## src/sv/qnpd_pkg.sv

```systemverilog
// Shared types and constants of the nearest-point demapper.
`default_nettype none

package qnpd_pkg;

  localparam int PIDX_W   = 6;   // load index field
  localparam int SYM_W    = 6;   // result index field
  localparam int CNT_REG_W = 7;  // point count register
  localparam int CFG_IDX_W = 1;
  localparam int CFG_DATA_W = 7;

  typedef enum logic {
    KIND_LOAD   = 1'b0,
    KIND_SAMPLE = 1'b1
  } kind_t;

  typedef enum logic [CFG_IDX_W-1:0] {
    REG_REAL_MODE   = 1'b0,
    REG_POINT_COUNT = 1'b1
  } cfg_reg_t;

  // control part of a word travelling down the chain
  typedef struct packed {
    logic              valid;
    kind_t             kind;
    logic [PIDX_W-1:0] point_index;
  } item_ctl_t;

endpackage

`default_nettype wire

```

## src/sv/qnpd_cell.sv

```systemverilog
// One cell of the demapper chain: holds one constellation point and updates the running best.
`default_nettype none

module qnpd_cell #(
  parameter int SAMPLE_BITS = 16,
  parameter int IDX_W       = 6,
  parameter int CNT_W       = 7,
  parameter int CELL_IDX    = 0
) (
  input  logic                          clk,
  input  logic                          rst_n,
  input  logic                          adv,
  input  logic                          real_mode,
  input  logic [CNT_W-1:0]              count_lim,
  input  qnpd_pkg::item_ctl_t           ctl_in,
  input  logic signed [SAMPLE_BITS-1:0] smp_i_in,
  input  logic signed [SAMPLE_BITS-1:0] smp_q_in,
  input  logic [2*SAMPLE_BITS+1:0]      best_d_in,
  input  logic [IDX_W-1:0]              best_k_in,
  output qnpd_pkg::item_ctl_t           ctl_out,
  output logic signed [SAMPLE_BITS-1:0] smp_i_out,
  output logic signed [SAMPLE_BITS-1:0] smp_q_out,
  output logic [2*SAMPLE_BITS+1:0]      best_d_out,
  output logic [IDX_W-1:0]              best_k_out
);
  import qnpd_pkg::*;

  localparam int DIF_W  = SAMPLE_BITS + 1;
  localparam int PROD_W = 2 * DIF_W;
  localparam int SQ_W   = 2 * SAMPLE_BITS + 1;
  localparam int DIST_W = 2 * SAMPLE_BITS + 2;

  // stored point
  logic signed [SAMPLE_BITS-1:0] pt_i_r, pt_q_r;
  logic                          pt_wr;

  // stage A: squared differences
  item_ctl_t                     ctl_a_r;
  logic signed [SAMPLE_BITS-1:0] smp_i_a_r, smp_q_a_r;
  logic [DIST_W-1:0]             best_d_a_r;
  logic [IDX_W-1:0]              best_k_a_r;
  logic [SQ_W-1:0]               sq_i_a_r, sq_q_a_r;
  logic signed [DIF_W-1:0]       dif_i, dif_q;
  logic signed [PROD_W-1:0]      prod_i, prod_q;
  logic [SQ_W-1:0]               sq_i_nxt, sq_q_nxt;

  // stage B: sum, compare, hand on
  item_ctl_t                     ctl_b_r;
  logic signed [SAMPLE_BITS-1:0] smp_i_b_r, smp_q_b_r;
  logic [DIST_W-1:0]             best_d_b_r, best_d_nxt, dist_sum;
  logic [IDX_W-1:0]              best_k_b_r, best_k_nxt;
  logic                          active, take;

  always_comb begin
    pt_wr    = adv && ctl_in.valid && (ctl_in.kind == KIND_LOAD) &&
               (int'(ctl_in.point_index) == CELL_IDX);
    dif_i    = DIF_W'(smp_i_in) - DIF_W'(pt_i_r);
    dif_q    = DIF_W'(smp_q_in) - DIF_W'(pt_q_r);
    prod_i   = PROD_W'(dif_i) * PROD_W'(dif_i);
    prod_q   = PROD_W'(dif_q) * PROD_W'(dif_q);
    sq_i_nxt = SQ_W'(prod_i);
    sq_q_nxt = SQ_W'(prod_q);
  end

  always_ff @(posedge clk) begin
    if (pt_wr) begin
      pt_i_r <= smp_i_in;
      pt_q_r <= smp_q_in;
    end
  end

  always_ff @(posedge clk) begin
    if (!rst_n) begin
      ctl_a_r <= '0;
    end else if (adv) begin
      ctl_a_r <= ctl_in;
    end
  end

  always_ff @(posedge clk) begin
    if (adv) begin
      smp_i_a_r  <= smp_i_in;
      smp_q_a_r  <= smp_q_in;
      best_d_a_r <= best_d_in;
      best_k_a_r <= best_k_in;
      sq_i_a_r   <= sq_i_nxt;
      sq_q_a_r   <= sq_q_nxt;
    end
  end

  always_comb begin
    if (real_mode) begin
      dist_sum = DIST_W'(sq_i_a_r);
    end else begin
      dist_sum = DIST_W'(sq_i_a_r) + DIST_W'(sq_q_a_r);
    end
    active = CELL_IDX < int'(count_lim);
    // first cell always seeds the best; later cells replace only on a strictly smaller distance
    take   = ctl_a_r.valid && (ctl_a_r.kind == KIND_SAMPLE) && active &&
             ((CELL_IDX == 0) || (dist_sum < best_d_a_r));
    best_d_nxt = take ? dist_sum : best_d_a_r;
    best_k_nxt = take ? IDX_W'(CELL_IDX) : best_k_a_r;
  end

  always_ff @(posedge clk) begin
    if (!rst_n) begin
      ctl_b_r <= '0;
    end else if (adv) begin
      ctl_b_r <= ctl_a_r;
    end
  end

  always_ff @(posedge clk) begin
    if (adv) begin
      smp_i_b_r  <= smp_i_a_r;
      smp_q_b_r  <= smp_q_a_r;
      best_d_b_r <= best_d_nxt;
      best_k_b_r <= best_k_nxt;
    end
  end

  assign ctl_out    = ctl_b_r;
  assign smp_i_out  = smp_i_b_r;
  assign smp_q_out  = smp_q_b_r;
  assign best_d_out = best_d_b_r;
  assign best_k_out = best_k_b_r;

endmodule

`default_nettype wire

```

## config.mk

```make
export PLATFORM = sky130hd
export DESIGN_NAME = qnpd_cell
export DESIGN_NICKNAME = d
export VERILOG_FILES = /design/src/sv/qnpd_pkg.sv /design/src/sv/qnpd_cell.sv
export SDC_FILE = /design/constraint.sdc
export NUM_CORES = 2
export LEC_CHECK = 0
export ABC_AREA = 1
export BUFFER_PORTS_ARGS = -buffer_cell sky130_fd_sc_hd__buf_4
export CAP_MARGIN = 0
export CELL_PAD_IN_SITES_DETAIL_PLACEMENT = 1
export CELL_PAD_IN_SITES_GLOBAL_PLACEMENT = 2
export CORE_MARGIN = 3
export CORE_UTILIZATION = 40
export CTS_CLUSTER_SIZE = 28
export DETAILED_ROUTE_END_ITERATION = 10
export GPL_ROUTABILITY_DRIVEN = 1
export HOLD_SLACK_MARGIN = 0.02
export PLACE_DENSITY_LB_ADDON = 0.08
export SYNTH_ARGS = -nofsm -noshare
export SYNTH_HDL_FRONTEND = slang
export SYNTH_SLANG_ARGS = --single-unit
```

## constraint.sdc

```tcl
create_clock -name clk -period 9.55 [get_ports clk]
set_input_delay 1.91 -clock clk [delete_from_list [all_inputs] [get_ports clk]]
set_output_delay 1.91 -clock clk [all_outputs]
set_load 0.01 [all_outputs]
```

Yosys cells after proc, flatten, opt, wreduce, memory -nomap -nowiden

Index checks and enable logic that the tools add are counted.

$add $sub $neg: 3
Order comparisons: 1
Reductions and logical operators: 6
Multipliers: 2
Multiplexer cells: 2
Bitwise operators: 1

Operator list:

| kind               | count |
|---|---|
| $mux 34            | 2 |
| $mul 17x17->33     | 2 |
| $add 33x33->34     | 1 |
| $sub 16x16->17     | 2 |
| $lt 1x7->1 const A | 1 |
| $logic_not 6->1    | 1 |
| $logic_and 1x1->1  | 5 |
| $not 1->1          | 1 |

Flip-flop bits (word level): 258

Depth between registers and ports, before layout

Depth after elaboration: 3
Depth in mapped cells: 38

Least setup slack after synthesis

No wires, ideal clock.

Kind: input port to flip-flop
Start point: in smp_i_in[0]
End point: reg sq_i_a_r[28], data pin
Buffers on the path: 1
Library setup time: 0.253 ns
Stages: 32
Arrival time: 8.131 ns
Data required time: 9.297 ns
Path slack: 1.166 ns
Cells stage by stage: inv_1 -> ha_1 -> fa_1 -> nand3b_1 -> nand2_1 -> nand2_1 -> nand2_2 -> nand3_1 -> nand2_1 -> nand2_1 -> nand3_1 -> nand2_4 -> inv_2 -> buf_4 -> nand2_1 -> fa_1 -> inv_1 -> fa_1 -> inv_1 -> fa_1 -> fa_1 -> fa_1 -> fa_1 -> inv_1 -> ha_1 -> nand2_1 -> nor2_1 -> nand4_1 -> nor4_1 -> nand2_1 -> nand4_1 -> nand2_1

Cells in the longest elaborated chain, start to end: 2

Ends and longest elaborated chain:

| element              | RTL line        | RTL |
|---|---|---|
| from (decl)          | qnpd_cell.sv:16 | `input logic signed [SAMPLE_BITS-1:0] smp_i_in,` |
| $sub 16x16->17       | qnpd_cell.sv:57 | `dif_i = DIF_W'(smp_i_in) - DIF_W'(pt_i_r);` |
| $mul 17x17->33       | qnpd_cell.sv:59 | `prod_i = PROD_W'(dif_i) * PROD_W'(dif_i);` |
| net prod_i[28]       | qnpd_cell.sv:44 | `logic signed [PROD_W-1:0] prod_i, prod_q;` |
| to (signal assigned) | qnpd_cell.sv:86 | `sq_i_a_r <= sq_i_nxt;` |
| to (decl)            | qnpd_cell.sv:42 | `logic [SQ_W-1:0] sq_i_a_r, sq_q_a_r;` |

The timed path passes the listed nets, and every way through them passes these cells.
A chain may end at the register's enable or synchronous reset.

Final worst setup path

Same ends and word-level chain as after synthesis.

==> results.md <==
- Iter 0 DRT Violations: 1,081
- Register bit total from synthesis: about 260
- Initial Utilization: 40.7%
- CP Class: in -> reg
- Crit path required time: 9.85 ns
- Fill count: 9,272
- Highest clock rate: 113 MHz
- Commonest non-fill, non-tap cells in the layout: inv_1, nand2_1, fa_1
- Chip Width: 290 um
- Total track usage: 23.8%
- Kind of cell adding the most delay to the critical path: adder cells
- Total iterations of the first detailed-routing run: 5
- Core ar.: slightly below 80,000 um2
- Ys flop type: edfxtp_1
- Vias in the first global route: 28,100
- Total CTS buffers: 34
- CTS Sinks: roughly 260
- Vias per cell: 4.88
- First-pass GRT wire length: 157,000 um
- Layout area overhead: 13.0%
- Final setup viols: 0
- Clock slew at reported path FFs: 0.06 ns
- CP Launch Type: input port
- Arr. time, crit path: 9.16 ns
- CTS tree: yes
- Final Instance Area: about 37,000 um2
- Final hold vios: 0
- Cell Count, Final, Fillers Out: 4,963
- Crit path largest cell delay: 0.64 ns
- Crit path capture type: flip-flop
- Cells after Synth: 3,635
- Post-DP HPWL: around 85,000 um
- Status: finished clean
- Most common cell after layout, fill and taps aside: inv_1
- Io pins: 171
- Hold_ws: 0.417 ns
- Setup tns final: 0 ns
- Gates resized, CTS repair: 0
- # Post-CTS Setup Buffers: 0
- Initial antenna violation count: 1
- Number of diodes: 0
- Mapped cell area: about 32,000 um2
- Worst skew pair latency: 0.56 ns
- Largest net degree at the start of global routing: 71
- Seq/Total Area, Yosys: 23.3%
- CP max FO: 19
- CTS max path bufs: 3
- Fraction of layout cells with a size suffix above 1: 10.0%
- Slew @ Worst Pin: 0.875 ns
- Clock skew: between 0.03 and 0.04 ns
- Dpl cell area: 35,400 um2
- Final Max Slew Viols: 0
- Hold Path Class: reg -> reg
- Std-Cell Rows: roughly 100
- CTS Root Cell: clkbuf_16
- CTS Hold Bufs: 0
- Port bufs: 170
- Most used cell, CP: nand2_1
- Final worst path period need: 8.86 ns
- WL/cell: 19.7 um
- Total Wirelength: 97,600 um
- CP max stage cell: fa_1
- Maxcap violations: 0
- Count of warnings emitted by yosys: 0
- Ys async rst share: 0%
- Crit path buffers/inverters: 6
- Die Span Y: a little under 300 um
- Syn Nets: 4,477
- Syn avg cell area: 8.89 um2
- Final nets: 4,730
- Htree depth: 2
- Placer Congestion: 0.896
- Inst Count DP: around 4,900
- Period utilisation layout: 92.8%
- Die Area: between 80,000 and 90,000 um2
- DR vias: 24,200
- RSZ-0062 raised after global routing: false
- Slew headroom: between 40% and 50%
- Residual DRC count: 0
- Post-synth EDFFs: 240
- Netlist cell types: 52
- GRT overflow: 0
- Antenna Nets Post-Route: 0
## metal layers
layer  vias to the layer above  GRT usage [%]  wire, um
met5                         -              0         0
met4                         0           5.53      2400
met3                       102           3.12      3860
met2                       435           40.7     46600
met1                     12200           32.3     44700
li1                      11500              -         -
## synthesized netlist by cell type (4+ instances only)
cell type / n / area, um2
nand4_1: 22 / 138
nand3b_1: 8 / 60.1
buf_6: 5 / 56.3
xor2_1: 47 / 412
o21ai_0: 77 / 385
fa_1: 532 / 10700
nand2_2: 10 / 62.6
nand2_1: 698 / 2620
buf_4: 7 / 52.6
edfxtp_1: 240 / 7210
a21oi_1: 124 / 621
ha_1: 219 / 2740
o21bai_1: 16 / 120
clkinv_1: 7 / 26.3
and2_1: 7 / 43.8
a31oi_1: 8 / 50.1
nor3_1: 25 / 125
nand3_1: 109 / 546
a21o_1: 10 / 75.1
nor4_1: 6 / 37.5
nor2_1: 376 / 1410
a21boi_0: 7 / 52.6
clkbuf_1: 31 / 116
dfxtp_1: 16 / 320
or2_2: 7 / 43.8
nor2_2: 4 / 25.0
xnor2_1: 31 / 272
nor2_4: 7 / 78.8
inv_2: 8 / 30.0
buf_2: 16 / 80.1
a21oi_2: 5 / 43.8
inv_1: 911 / 3420
## final cells by class
| type | count | area (um2) | share of cell area, % |
|---|---|---|---|
| repair buffers | 277 | 2110 | 5.78 |
| well taps | 1050 | 1310 | 3.60 |
| inverters | 927 | 3480 | 9.53 |
| clock buffers | 39 | 891 | 2.44 |
| multi-input cells | 2392 | 21000 | 57.5 |
| clock inverters | 22 | 203 | 0.555 |
| flip-flops and latches | 256 | 7530 | 20.6 |
## sequential cells by signal, indices dropped and copies added (netlist names)
register	cells
smp_q_out	16
best_d_out	34
pt_i_r	16
smp_q_a_r	16
sq_i_a_r	32
smp_i_a_r	16
smp_i_out	16
pt_q_r	16
best_k_out	6
ctl_a_r	8
best_k_a_r	6
sq_q_a_r	32
ctl_out	8
best_d_a_r	34
## per-stage QoR
stage	utilization (%)	setup slack (ns)
final	46.0	0.691
after floorplan	-	1.17
after global placement	44.6	0.227
after detailed placement	44.6	0.124
after CTS	46.0	0.718
after global routing	46.0	0.104
## kinds of logic (layout without fill, tap and decap cells)
| family | after synthesis | after routing | synth area share (%) |
|---|---|---|---|
| AND/OR/NAND/NOR | 1290 | 1290 | 16.3 |
| buffers and inverters | 987 | 1265 | 11.8 |
| adder cells (fa/ha/maj) | 751 | 751 | 41.4 |
| AO/OA/AOI/OAI | 265 | 265 | 4.62 |
| flip-flops | 256 | 256 | 23.3 |
| XOR/XNOR | 86 | 86 | 2.59 |
## worst reg2reg max path: cells and delay by family (launching register included)
kind                       cells  cell delay (ns)
adders and majority gates      9             4.23
buffers and inverters          4             0.58
DFF                            1             0.38
and+or+nand+nor               17             2.32
## final timing paths
path	from	to	slack, ns	depth (start not counted)
max	smp_i_in[0]	sq_i_a_r[28]	0.69	32
min reg2reg	smp_q_a_r[12]	smp_q_out[12]	0.42	0
max reg2reg	pt_i_r[0]	sq_i_a_r[28]	1.80	30
min	smp_q_a_r[12]	smp_q_out[12]	0.42	0
Power is left out: the tool's default activity adds up to more than one toggle a clock period on the data nets, which glitch-free logic cannot reach.
